===== config.mk =====
export PLATFORM = sky130hd
export DESIGN_NAME = text_record_serializer_unit
export DESIGN_NICKNAME = d
export VERILOG_FILES = /design/src/rtl/trs_pkg.sv /design/src/rtl/trs_ctrl.sv /design/src/rtl/trs_datapath.sv /design/src/rtl/text_record_serializer_unit.sv
export SDC_FILE = /design/constraint.sdc
export NUM_CORES = 2
export LEC_CHECK = 0
export BUFFER_PORTS_ARGS = -buffer_cell sky130_fd_sc_hd__buf_2
export CORE_MARGIN = 5
export CORE_UTILIZATION = 47
export CTS_BUF_LIST = sky130_fd_sc_hd__clkbuf_8
export DETAILED_ROUTE_END_ITERATION = 8
export SYNTH_ARGS = -nofsm -noshare
export SYNTH_HDL_FRONTEND = slang
export SYNTH_SLANG_ARGS = --single-unit

===== constraint.sdc =====
create_clock -name clk -period 14 [get_ports clk]
set_input_delay 2.8 -clock clk [delete_from_list [all_inputs] [get_ports clk]]
set_output_delay 2.8 -clock clk [all_outputs]
set_load 0.01 [all_outputs]

===== src/rtl/trs_pkg.sv =====
`default_nettype none
package trs_pkg;

    // One input beat
    typedef struct packed {
        logic [3:0]  kind;
        logic [15:0] field_name;
        logic [31:0] value;
        logic [1:0]  width_code;
        logic        is_signed;
        logic [15:0] item_count;
        logic        final_element;
    } trs_in_t;

    // One output beat
    typedef struct packed {
        logic [7:0] out_byte;
        logic       run_end;
    } trs_out_t;

    // Controller to datapath commands
    typedef struct packed {
        logic load;
        logic check;
        logic mul;
        logic sub;
        logic emit;
    } trs_cmd_t;

    // Datapath to controller status
    typedef struct packed {
        logic go;
        logic num_en;
        logic conv_done;
        logic emit_ok;
        logic emit_last;
    } trs_sts_t;

    localparam logic [3:0] K_OPEN      = 4'd0;
    localparam logic [3:0] K_SUBOPEN   = 4'd1;
    localparam logic [3:0] K_CLOSE     = 4'd2;
    localparam logic [3:0] K_CHAR      = 4'd3;
    localparam logic [3:0] K_BOOL      = 4'd4;
    localparam logic [3:0] K_SINT      = 4'd5;
    localparam logic [3:0] K_UINT      = 4'd6;
    localparam logic [3:0] K_STRHDR    = 4'd7;
    localparam logic [3:0] K_STRCHAR   = 4'd8;
    localparam logic [3:0] K_ARRHDR    = 4'd9;
    localparam logic [3:0] K_ARRELEM   = 4'd10;
    localparam logic [3:0] K_FLUSH     = 4'd11;
    localparam logic [3:0] K_FLUSHPART = 4'd12;

    localparam logic [1:0] WC_BYTE = 2'd0;
    localparam logic [1:0] WC_HALF = 2'd1;

    localparam logic [7:0] CH_NL     = 8'h0A;
    localparam logic [7:0] CH_ZERO   = 8'h30;
    localparam logic [7:0] CH_ONE    = 8'h31;
    localparam logic [7:0] CH_TWO    = 8'h32;
    localparam logic [7:0] CH_FOUR   = 8'h34;
    localparam logic [7:0] CH_MINUS  = 8'h2D;
    localparam logic [7:0] CH_PLUS   = 8'h2B;
    localparam logic [7:0] CH_COLON  = 8'h3A;
    localparam logic [7:0] CH_COMMA  = 8'h2C;
    localparam logic [7:0] CH_LBRACE = 8'h7B;
    localparam logic [7:0] CH_RBRACE = 8'h7D;
    localparam logic [7:0] CH_LBRACK = 8'h5B;
    localparam logic [7:0] CH_RBRACK = 8'h5D;
    localparam logic [7:0] CH_QUOTE  = 8'h27;
    localparam logic [7:0] CH_QMARK  = 8'h3F;
    localparam logic [7:0] CH_DQUOTE = 8'h22;
    localparam logic [7:0] CH_HASH   = 8'h23;
    localparam logic [7:0] CH_PCT    = 8'h25;

    localparam logic [31:0] RECIP10   = 32'hCCCCCCCD;
    localparam logic [4:0]  MAX_BEATS = 5'd16;
    localparam logic [3:0]  MAX_DIGS  = 4'd10;

endpackage
`default_nettype wire


===== src/rtl/trs_ctrl.sv =====
`default_nettype none
module trs_ctrl
    import trs_pkg::*;
(
    input  wire logic     clk,
    input  wire logic     rst_n,
    input  wire logic     in_valid,
    output logic          in_ready,
    input  wire trs_sts_t sts,
    output trs_cmd_t      cmd
);

    localparam logic [2:0] S_IDLE  = 3'd0;
    localparam logic [2:0] S_CHECK = 3'd1;
    localparam logic [2:0] S_MUL   = 3'd2;
    localparam logic [2:0] S_SUB   = 3'd3;
    localparam logic [2:0] S_EMIT  = 3'd4;

    logic [2:0] state_reg;
    logic [2:0] state_next;

    // Sequencing and command decode
    always_comb
    begin
        state_next = state_reg;
        cmd        = '0;
        in_ready   = 1'b0;
        case (state_reg)
            S_IDLE:
            begin
                in_ready = 1'b1;
                if (in_valid)
                begin
                    cmd.load   = 1'b1;
                    state_next = S_CHECK;
                end
            end
            S_CHECK:
            begin
                cmd.check = 1'b1;
                if (!sts.go)
                    state_next = S_IDLE;
                else if (sts.num_en)
                    state_next = S_MUL;
                else
                    state_next = S_EMIT;
            end
            S_MUL:
            begin
                cmd.mul    = 1'b1;
                state_next = S_SUB;
            end
            S_SUB:
            begin
                cmd.sub    = 1'b1;
                state_next = sts.conv_done ? S_EMIT : S_MUL;
            end
            S_EMIT:
            begin
                if (sts.emit_ok)
                begin
                    cmd.emit = 1'b1;
                    if (sts.emit_last)
                        state_next = S_IDLE;
                end
            end
            default:
            begin
                state_next = S_IDLE;
            end
        endcase
    end

    always_ff @(posedge clk or negedge rst_n)
    begin
        if (!rst_n)
            state_reg <= S_IDLE;
        else
            state_reg <= state_next;
    end

endmodule
`default_nettype wire


===== src/rtl/trs_datapath.sv =====
`default_nettype none
module trs_datapath
    import trs_pkg::*;
#(
    parameter int BUFFER_LEN = 256
)
(
    input  wire logic     clk,
    input  wire logic     rst_n,
    input  wire trs_in_t  in_item,
    input  wire trs_cmd_t cmd,
    output trs_sts_t      sts,
    output logic          out_valid,
    input  wire logic     out_ready,
    output trs_out_t      out_item
);

    localparam int FW = $clog2(BUFFER_LEN + 1);
    localparam logic [FW-1:0] FILL_MAX = FW'(BUFFER_LEN);
    localparam logic [20:0]   BUF_LIM  = 21'(BUFFER_LEN);

    // Architectural state
    logic [FW-1:0] fill_reg, fill_next;
    logic [15:0]   sum_reg, sum_next;
    logic [7:0]    depth_reg, depth_next;
    logic          la_reg, la_next;
    logic          first_reg, first_next;
    logic [2:0]    amode_reg, amode_next;

    // Item and plan
    trs_in_t     item_reg;
    logic [7:0]  pre_reg [6];
    logic [2:0]  pre_n_reg;
    logic        post_reg;
    logic        nl_reg;
    logic [31:0] num_reg;
    logic [63:0] prod_reg;
    logic [3:0]  dig_reg [10];
    logic [3:0]  dig_n_reg;
    logic [4:0]  e_reg;
    logic        out_valid_reg;
    trs_out_t    out_reg;

    // Plan decode
    logic [7:0]  pre_c [6];
    logic [2:0]  pre_n_c;
    logic        post_c, nl_c, num_en_c, go_c, fits_c;
    logic [31:0] num_c;
    logic [20:0] need_c;
    logic [1:0]  wc_c;
    logic        sg_c;
    logic [31:0] sval_c, uval_c, mag_c;
    logic        neg_c;
    logic [7:0]  szch_c;
    logic [3:0]  per_c;
    logic [15:0] sum_brace_c;

    always_comb
    begin
        for (int i = 0; i < 6; i++)
            pre_c[i] = CH_NL;
        pre_n_c  = '0;
        post_c   = 1'b0;
        nl_c     = 1'b0;
        num_en_c = 1'b0;
        num_c    = '0;
        need_c   = '0;
        go_c     = 1'b0;
        fits_c   = 1'b0;

        // element format follows the array mode for array elements
        wc_c = (item_reg.kind == K_ARRELEM) ? amode_reg[1:0] : item_reg.width_code;
        sg_c = (item_reg.kind == K_ARRELEM) ? amode_reg[2] : (item_reg.kind == K_SINT);
        case (wc_c)
            WC_BYTE: begin
                uval_c = {24'd0, item_reg.value[7:0]};
                sval_c = {{24{item_reg.value[7]}}, item_reg.value[7:0]};
                szch_c = CH_ONE;
            end
            WC_HALF: begin
                uval_c = {16'd0, item_reg.value[15:0]};
                sval_c = {{16{item_reg.value[15]}}, item_reg.value[15:0]};
                szch_c = CH_TWO;
            end
            default: begin
                uval_c = item_reg.value;
                sval_c = item_reg.value;
                szch_c = CH_FOUR;
            end
        endcase
        neg_c = sg_c && sval_c[31];
        mag_c = sg_c ? (neg_c ? (32'd0 - sval_c) : sval_c) : uval_c;
        case (item_reg.width_code)
            WC_BYTE: per_c = item_reg.is_signed ? 4'd5 : 4'd4;
            WC_HALF: per_c = item_reg.is_signed ? 4'd7 : 4'd6;
            default: per_c = item_reg.is_signed ? 4'd12 : 4'd11;
        endcase
        sum_brace_c = {sum_reg[14:0], sum_reg[15]} ^ {8'd0, CH_RBRACE};

        case (item_reg.kind)
            K_OPEN, K_SUBOPEN: begin
                need_c   = 21'd3;
                pre_c[0] = (item_reg.kind == K_OPEN) ? CH_LBRACE : CH_LBRACK;
                pre_c[1] = item_reg.field_name[15:8];
                pre_c[2] = item_reg.field_name[7:0];
                pre_n_c  = 3'd3;
                nl_c     = 1'b1;
            end
            K_CLOSE: begin
                nl_c    = 1'b1;
                pre_n_c = 3'd1;
                if (depth_reg != 8'd0)
                begin
                    need_c   = 21'd1;
                    pre_c[0] = CH_RBRACK;
                end
                else
                begin
                    need_c   = 21'd6;
                    pre_c[0] = CH_RBRACE;
                    num_en_c = 1'b1;
                    num_c    = {16'd0, sum_brace_c};
                end
            end
            K_CHAR, K_BOOL: begin
                need_c   = 21'd5;
                pre_c[0] = item_reg.field_name[15:8];
                pre_c[1] = item_reg.field_name[7:0];
                pre_c[2] = (item_reg.kind == K_CHAR) ? CH_QUOTE : CH_QMARK;
                pre_c[3] = CH_COLON;
                if (item_reg.kind == K_CHAR)
                    pre_c[4] = item_reg.value[7:0];
                else
                    pre_c[4] = (item_reg.value[7:0] != 8'd0) ? CH_ONE : CH_ZERO;
                pre_n_c  = 3'd5;
                nl_c     = 1'b1;
            end
            K_SINT, K_UINT: begin
                case (item_reg.width_code)
                    WC_BYTE: need_c = 21'd8;
                    WC_HALF: need_c = 21'd10;
                    default: need_c = 21'd15;
                endcase
                if (item_reg.kind == K_SINT)
                    need_c = need_c + 21'd1;
                pre_c[0] = item_reg.field_name[15:8];
                pre_c[1] = item_reg.field_name[7:0];
                pre_c[2] = (item_reg.kind == K_SINT) ? CH_MINUS : CH_PLUS;
                pre_c[3] = szch_c;
                pre_c[4] = CH_COLON;
                pre_c[5] = CH_MINUS;
                pre_n_c  = neg_c ? 3'd6 : 3'd5;
                num_en_c = 1'b1;
                num_c    = mag_c;
                nl_c     = 1'b1;
            end
            K_STRHDR: begin
                need_c   = 21'd9 + {5'd0, item_reg.item_count};
                pre_c[0] = item_reg.field_name[15:8];
                pre_c[1] = item_reg.field_name[7:0];
                pre_c[2] = CH_DQUOTE;
                pre_n_c  = 3'd3;
                num_en_c = 1'b1;
                num_c    = {16'd0, item_reg.item_count};
                post_c   = 1'b1;
                nl_c     = (item_reg.item_count == 16'd0);
            end
            K_ARRHDR: begin
                // full 20-bit product: count times bytes per element
                need_c   = 21'd11 + {1'b0, 20'(item_reg.item_count) * 20'(per_c)};
                pre_c[0] = item_reg.field_name[15:8];
                pre_c[1] = item_reg.field_name[7:0];
                pre_c[2] = item_reg.is_signed ? CH_HASH : CH_PCT;
                pre_c[3] = szch_c;
                pre_c[4] = CH_COLON;
                pre_n_c  = 3'd5;
                num_en_c = 1'b1;
                num_c    = {16'd0, item_reg.item_count};
                post_c   = 1'b1;
                nl_c     = (item_reg.item_count == 16'd0);
            end
            K_STRCHAR: begin
                pre_c[0] = item_reg.value[7:0];
                pre_n_c  = 3'd1;
                nl_c     = item_reg.final_element;
            end
            K_ARRELEM: begin
                if (!first_reg)
                begin
                    pre_c[0] = CH_COMMA;
                    pre_c[1] = CH_MINUS;
                    pre_n_c  = neg_c ? 3'd2 : 3'd1;
                end
                else
                begin
                    pre_c[0] = CH_MINUS;
                    pre_n_c  = neg_c ? 3'd1 : 3'd0;
                end
                num_en_c = 1'b1;
                num_c    = mag_c;
                nl_c     = item_reg.final_element;
            end
            default: begin
                need_c = '0;
            end
        endcase

        fits_c = ({{(21-FW){1'b0}}, fill_reg} + need_c + 21'd2) <= BUF_LIM;
        case (item_reg.kind)
            K_OPEN, K_SUBOPEN, K_CLOSE, K_CHAR, K_BOOL, K_SINT, K_UINT,
            K_STRHDR, K_ARRHDR:  go_c = fits_c;
            K_STRCHAR, K_ARRELEM: go_c = la_reg;
            default:             go_c = 1'b0;
        endcase
    end

    // Digit step: quotient from reciprocal product, remainder by shift-add
    logic [28:0] quot_c;
    logic [31:0] rem_c;
    assign quot_c = prod_reg[63:35];
    assign rem_c  = num_reg - ({quot_c, 3'b000} + {2'b00, quot_c, 1'b0});

    // Emit byte selection
    logic [4:0] tot_c, dstart_c, dend_c, doff_c;
    logic [3:0] didx_c;
    logic [7:0] byte_c;
    logic       nl_slot_c;
    assign dstart_c = {2'b00, pre_n_reg};
    assign dend_c   = dstart_c + {1'b0, dig_n_reg};
    assign tot_c    = dend_c + {4'd0, post_reg} + {4'd0, nl_reg};
    assign doff_c   = e_reg - dstart_c;
    assign didx_c   = dig_n_reg - 4'd1 - doff_c[3:0];

    always_comb
    begin
        nl_slot_c = 1'b0;
        if (e_reg < dstart_c)
            byte_c = pre_reg[e_reg[2:0]];
        else if (e_reg < dend_c)
            byte_c = CH_ZERO + {4'd0, dig_reg[didx_c]};
        else if (post_reg && (e_reg == dend_c))
            byte_c = CH_COLON;
        else
        begin
            byte_c    = CH_NL;
            nl_slot_c = 1'b1;
        end
    end

    always_comb
    begin
        sts.go        = go_c;
        sts.num_en    = num_en_c;
        sts.conv_done = (quot_c == 29'd0) || (dig_n_reg == (MAX_DIGS - 4'd1));
        sts.emit_ok   = !out_valid_reg || out_ready || (e_reg >= MAX_BEATS);
        sts.emit_last = (e_reg == (tot_c - 5'd1));
    end

    // Architectural state update
    always_comb
    begin
        fill_next  = fill_reg;
        sum_next   = sum_reg;
        depth_next = depth_reg;
        la_next    = la_reg;
        first_next = first_reg;
        amode_next = amode_reg;
        if (cmd.load)
        begin
            case (in_item.kind)
                K_OPEN: begin
                    fill_next  = '0;
                    sum_next   = '0;
                    depth_next = '0;
                    la_next    = 1'b0;
                    first_next = 1'b1;
                end
                K_FLUSH: begin
                    fill_next  = '0;
                    sum_next   = '0;
                    depth_next = '0;
                end
                K_FLUSHPART: fill_next = '0;
                default: fill_next = fill_reg;
            endcase
        end
        if (cmd.check && go_c)
        begin
            case (item_reg.kind)
                K_SUBOPEN: depth_next = depth_reg + 8'd1;
                K_CLOSE: begin
                    if (depth_reg != 8'd0)
                        depth_next = depth_reg - 8'd1;
                end
                K_STRHDR: begin
                    if (item_reg.item_count != 16'd0)
                        la_next = 1'b1;
                end
                K_ARRHDR: begin
                    if (item_reg.item_count != 16'd0)
                    begin
                        la_next    = 1'b1;
                        first_next = 1'b1;
                        amode_next = {item_reg.is_signed, item_reg.width_code};
                    end
                end
                K_STRCHAR: begin
                    if (item_reg.final_element)
                        la_next = 1'b0;
                end
                K_ARRELEM: begin
                    first_next = 1'b0;
                    if (item_reg.final_element)
                    begin
                        la_next    = 1'b0;
                        first_next = 1'b1;
                    end
                end
                default: depth_next = depth_reg;
            endcase
        end
        if (cmd.emit)
        begin
            if (!nl_slot_c)
                sum_next = {sum_reg[14:0], sum_reg[15]} ^ {8'd0, byte_c};
            if (fill_reg != FILL_MAX)
                fill_next = fill_reg + {{(FW-1){1'b0}}, 1'b1};
        end
    end

    always_ff @(posedge clk or negedge rst_n)
    begin
        if (!rst_n)
        begin
            fill_reg      <= '0;
            sum_reg       <= '0;
            depth_reg     <= '0;
            la_reg        <= 1'b0;
            first_reg     <= 1'b1;
            amode_reg     <= '0;
            out_valid_reg <= 1'b0;
            e_reg         <= '0;
            dig_n_reg     <= '0;
        end
        else
        begin
            fill_reg  <= fill_next;
            sum_reg   <= sum_next;
            depth_reg <= depth_next;
            la_reg    <= la_next;
            first_reg <= first_next;
            amode_reg <= amode_next;
            if (cmd.check)
            begin
                e_reg     <= '0;
                dig_n_reg <= '0;
            end
            else if (cmd.sub)
                dig_n_reg <= dig_n_reg + 4'd1;
            else if (cmd.emit)
                e_reg <= e_reg + 5'd1;
            // new beat loads the output register, else a taken beat empties it
            if (cmd.emit && (e_reg < MAX_BEATS))
                out_valid_reg <= 1'b1;
            else if (out_ready)
                out_valid_reg <= 1'b0;
        end
    end

    // Payload registers
    always_ff @(posedge clk)
    begin
        if (cmd.load)
            item_reg <= in_item;
        if (cmd.check)
        begin
            for (int i = 0; i < 6; i++)
                pre_reg[i] <= pre_c[i];
            pre_n_reg  <= pre_n_c;
            post_reg   <= post_c;
            nl_reg     <= nl_c;
            num_reg    <= num_c;
        end
        if (cmd.mul)
            prod_reg <= num_reg * RECIP10;
        if (cmd.sub)
        begin
            dig_reg[dig_n_reg] <= rem_c[3:0];
            num_reg            <= {3'd0, quot_c};
        end
        if (cmd.emit && (e_reg < MAX_BEATS))
        begin
            out_reg.out_byte <= byte_c;
            out_reg.run_end  <= sts.emit_last || (e_reg == (MAX_BEATS - 5'd1));
        end
    end

    assign out_valid = out_valid_reg;
    assign out_item  = out_reg;

endmodule
`default_nettype wire


===== src/rtl/text_record_serializer_unit.sv =====
// Flow: an input beat is registered and checked, then a number is converted
//   one decimal digit at a time (10 at most), by a multiply and a subtract step.
// Throughput: a new item is taken only after the last byte of the previous one;
//   the output side sends one byte per cycle unless a stalled beat waits on out_ready.
// Reset: rst_n asynchronous active low; counters, checksum and depth clear.
`default_nettype none
module text_record_serializer_unit
    import trs_pkg::*;
#(
    parameter int BUFFER_LEN = 256
)
(
    input  wire logic    clk,
    input  wire logic    rst_n,
    input  wire logic    in_valid,
    output logic         in_ready,
    input  wire trs_in_t in_item,
    output logic         out_valid,
    input  wire logic    out_ready,
    output trs_out_t     out_item
);

    trs_cmd_t cmd;
    trs_sts_t sts;

    trs_ctrl u_ctrl (
        .clk      (clk),
        .rst_n    (rst_n),
        .in_valid (in_valid),
        .in_ready (in_ready),
        .sts      (sts),
        .cmd      (cmd)
    );

    trs_datapath #(
        .BUFFER_LEN (BUFFER_LEN)
    ) u_dp (
        .clk       (clk),
        .rst_n     (rst_n),
        .in_item   (in_item),
        .cmd       (cmd),
        .sts       (sts),
        .out_valid (out_valid),
        .out_ready (out_ready),
        .out_item  (out_item)
    );

endmodule
`default_nettype wire


==> Flow_metrics.wiki <==
{| class="wikitable"
! Metric !! Value
|-
| Result of the run || finished clean
|-
| Fmax || about 120 MHz
|-
| Slowest stage cell on the critical path || fa_1
|-
| Post-synth design cell area || around 33000 sq um
|-
| Register-to-register path setup slack || between 5 and 6 ns
|-
| Die Y || between 200 and 300 um
|-
| Post-Syn Nets || ~4.2k
|-
| Detailed router's first-iteration violation count || a little under 2k
|-
| Flip-flop cell with the highest count after synthesis || edfxtp_1
|-
| Share of the core filled with cells || 0.5107
|-
| Buffers inserted during post-CTS setup optimization || 0
|-
| Total via count in the routed design || between 20k and 25k
|-
| Element type at the critical path end || flop
|-
| Reg-to-Reg End || u_dp.prod_reg[57]
|-
| Register clock-pin slew on the reported worst setup and hold paths || roughly 0.060 ns
|-
| Data arrival time at the worst-slack endpoint || ~9 ns
|-
| Num rows || 97
|-
| Clock H-tree levels || 2
|-
| Total global routing track utilization || 0.2498
|-
| Worst-case clock buffer depth || 3
|-
| Count of max-cap constraint violations || 0
|-
| Asr flop ratio synth || 0.1841
|-
| Number of antenna violations at the first check in global routing || 2
|-
| Mean number of vias per cell || approximately 5.6
|-
| Count of unresolved DRC violations after routing || 0
|-
| Number of hold violations in the final report || 0
|-
| Area after DPL || 34870 sq um
|-
| Wire length per cell after detailed routing || about 22 um
|-
| Chip Width || about 280 um
|-
| Normalized max-slew margin || 0.3438
|-
| Count of input and output buffers || 86
|-
| Area growth, synth to finish || 7.339%
|-
| Core region area || ~70000 sq um
|-
| Skew final || roughly 0.019 ns
|-
| Later-pin clock latency in the skew report || between 0.6 and 0.7 ns
|-
| Clock tree from TritonCTS || done
|-
| Nets || approximately 4.3k
|-
| Final worst path period need || ~8.6 ns
|-
| Hold path start || u_dp.amode_reg[0]
|-
| Unique cell type count in the Yosys netlist || 84
|-
| RePlAce Congestion || around 0.99
|-
| Number of iterations in the first detailed-routing pass || 5
|-
| Worst reg-to-reg path cell count || 27
|-
| Antenna Nets Post-Route || 0
|-
| Category of the critical setup timing path || reg -> reg
|-
| Maximum number of pins on one net before global-route repair || 52
|-
| Hold Path Stages || 1
|-
| Number of buffers inserted for hold repair after clock tree synthesis || 0
|-
| Setup tns final || 0 ns
|-
| Die area || approximately 77000 sq um
|-
| Number of enable flip-flop cells after synthesis || 223
|-
| Post-cts gate resize count || 0
|-
| Total number of clock tree sinks || approximately 280
|-
| Reg2reg start || u_dp.num_reg[8]
|-
| Total non-filler cell area in the finished layout || approximately 36000 sq um
|-
| First-pass GRT wire length || 149300 um
|-
| Delay of the slowest cell on the worst path || between 0.5 and 0.6 ns
|-
| Number of buffers created by CTS || between 40 and 50
|-
| Final routed wirelength across all metal layers || between 90000 and 100000 um
|-
| Max reg flops || 72
|-
| Initial Utilization || 0.4757
|-
| FF+latch count, synth || ~280
|-
| Fraction of layout instances using a drive strength above 1 || 0.06439
|-
| Final setup violation count || 0
|-
| Cell seen most often among critical-path stages || fa_1
|-
| Number of global-route vias before repair || 25.56k
|-
| Clock tree root driver cell || clkbuf_8
|-
| Final period util || 0.6150
|-
| Syn avg cell area || about 10 sq um
|-
| Slew Limit Fails || 0
|-
| Endpoint, Worst Hold || u_dp.amode_reg[0]
|-
| Unrepaired setup endpoints after global routing || no
|-
| Number of I/O pins || 87
|-
| YS warnings || 0
|-
| Nature of the critical path startpoint || flop
|-
| Buffers & Inverters on Critical Path || 6
|-
| Required time of the critical path || roughly 14 ns
|-
| Hold WC Path Type || reg -> reg
|-
| Largest fanout on the critical path || 5
|-
| Worst slew pin tran || slightly below 1 ns
|-
| Sequential cell area fraction in the yosys report || 0.2403
|-
| Total congestion overflow after global routing || 0
|-
| Largest delay contributor family on the critical path || adder cells
|-
| Instance count of the mapped netlist || about 3.3k
|-
| Half-perimeter wire length after detailed placement || 81240 um
|}
## layout by cell type, fill, tap and decap left out, types with 14 or more instances in the layout
cell type	Yosys	routed
inv_1	715	731
fa_1	451	451
ha_1	431	431
edfxtp_1	223	223
nand2_1	208	208
nor2_1	141	140
o21ai_0	132	131
a21oi_1	117	117
buf_2	4	86
xnor2_1	73	73
nand3_1	54	54
clkbuf_8	0	54
and2_1	52	52
dfrtp_1	50	50
nor3_1	43	43
a21o_1	43	43
xor2_1	36	36
nor2b_1	26	26
nand2b_1	24	24
nand4_1	22	22
o22ai_1	22	22
mux2i_1	20	20
o31ai_1	20	20
buf_4	7	20
a22o_1	19	19
and3_1	17	17
a211oi_1	16	16
o21a_1	15	15
mux4_2	14	14
## worst register-to-register path, cell delays in order, from the launching register on
cell and delay [ns]:
edfxtp_1 0.49, ha_1 0.43, inv_1 0.23, fa_1 0.50
fa_1 0.59, inv_1 0.07, fa_1 0.50, inv_1 0.06
fa_1 0.50, fa_1 0.55, inv_1 0.06, fa_1 0.50
fa_1 0.49, ha_1 0.31, nand2_1 0.07, nor2_1 0.27
nand4_1 0.20, a21oi_1 0.36, and4_1 0.46, nor4b_1 0.11
buf_4 0.17, o41ai_1 0.43, buf_4 0.21, a21boi_0 0.16
o21bai_1 0.24, a21o_1 0.17, a21oi_1 0.08, xnor2_1 0.13
## Yosys cell counts, drive strengths merged (22+ instances only)
master	count	area, sq um
fa	451	9029
ha	431	5393
nand3	55	287.8
dfrtp	50	1251
xnor2	73	639.4
nor3	44	225.2
clkbuf	59	221.5
nand4	22	137.6
edfxtp	223	6696
nand2	210	793.3
o22ai	22	137.6
nor2b	26	162.7
nand2b	24	150.1
nor2	142	535.5
o21ai	134	681.9
xor2	36	315.3
inv	715	2684
and2	53	331.6
a21o	43	322.8
a21oi	117	585.6
## how the worst max path moves through the flow
stage / to / cells after the start / start / slack [ns]
final: u_dp.prod_reg[57] / 27 / u_dp.num_reg[8] / 5.39
after global routing: u_dp.prod_reg[57] / 27 / u_dp.num_reg[8] / 4.93
after CTS: u_dp.prod_reg[57] / 27 / u_dp.num_reg[8] / 5.39
after detailed placement: u_dp.prod_reg[57] / 27 / u_dp.num_reg[8] / 5.43
after global placement: u_dp.prod_reg[57] / 27 / u_dp.num_reg[14] / 5.47
after floorplan: u_dp.prod_reg[57] / 25 / u_dp.num_reg[10] / 6.66
## layout make-up
cell class,count,area (sq um)
repair buffers,106,580.6
clock buffers,54,743.2
diodes,1,2.502
multi-input cells,2181,22390
fillers,6376,34390
flip-flops and latches,277,8034
clock inverters,35,265.3
inverters,717,2691
well taps,940,1176
## metal layers
metal,global-route usage,wire (um),up-vias,share of wire
li1,-,-,10960,-
met1,0.3419,41330,12121,0.43
met2,0.4191,45950,786,0.48
met3,0.03144,5075,169,0.053
met4,0.07734,3393,0,0.035
met5,0,0,-,0
## through the flow
step                hold slack, ns  worst slack, ns  cells
floorplan                   0.4514            6.659   3253
global placement            0.4839            5.468   4221
detailed placement          0.4950            5.427   4221
CTS                         0.5156            5.387   4310
global route                0.5392            4.928   4311
finish                      0.5086            5.390   4311
## logic make-up after synthesis
| group | Yosys count | share of synthesized area |
|---|---|---|
| fa+ha+maj | 882 | 0.4314 |
| buf+inv | 795 | 0.09065 |
| simple gates | 647 | 0.09345 |
| compound gates | 501 | 0.09753 |
| flops | 277 | 0.2403 |
| xor+xnor | 109 | 0.02856 |
| mux | 42 | 0.01811 |
Power is left out: the tool's default activity adds up to more than one toggle a clock period on the data nets, which glitch-free logic cannot reach.
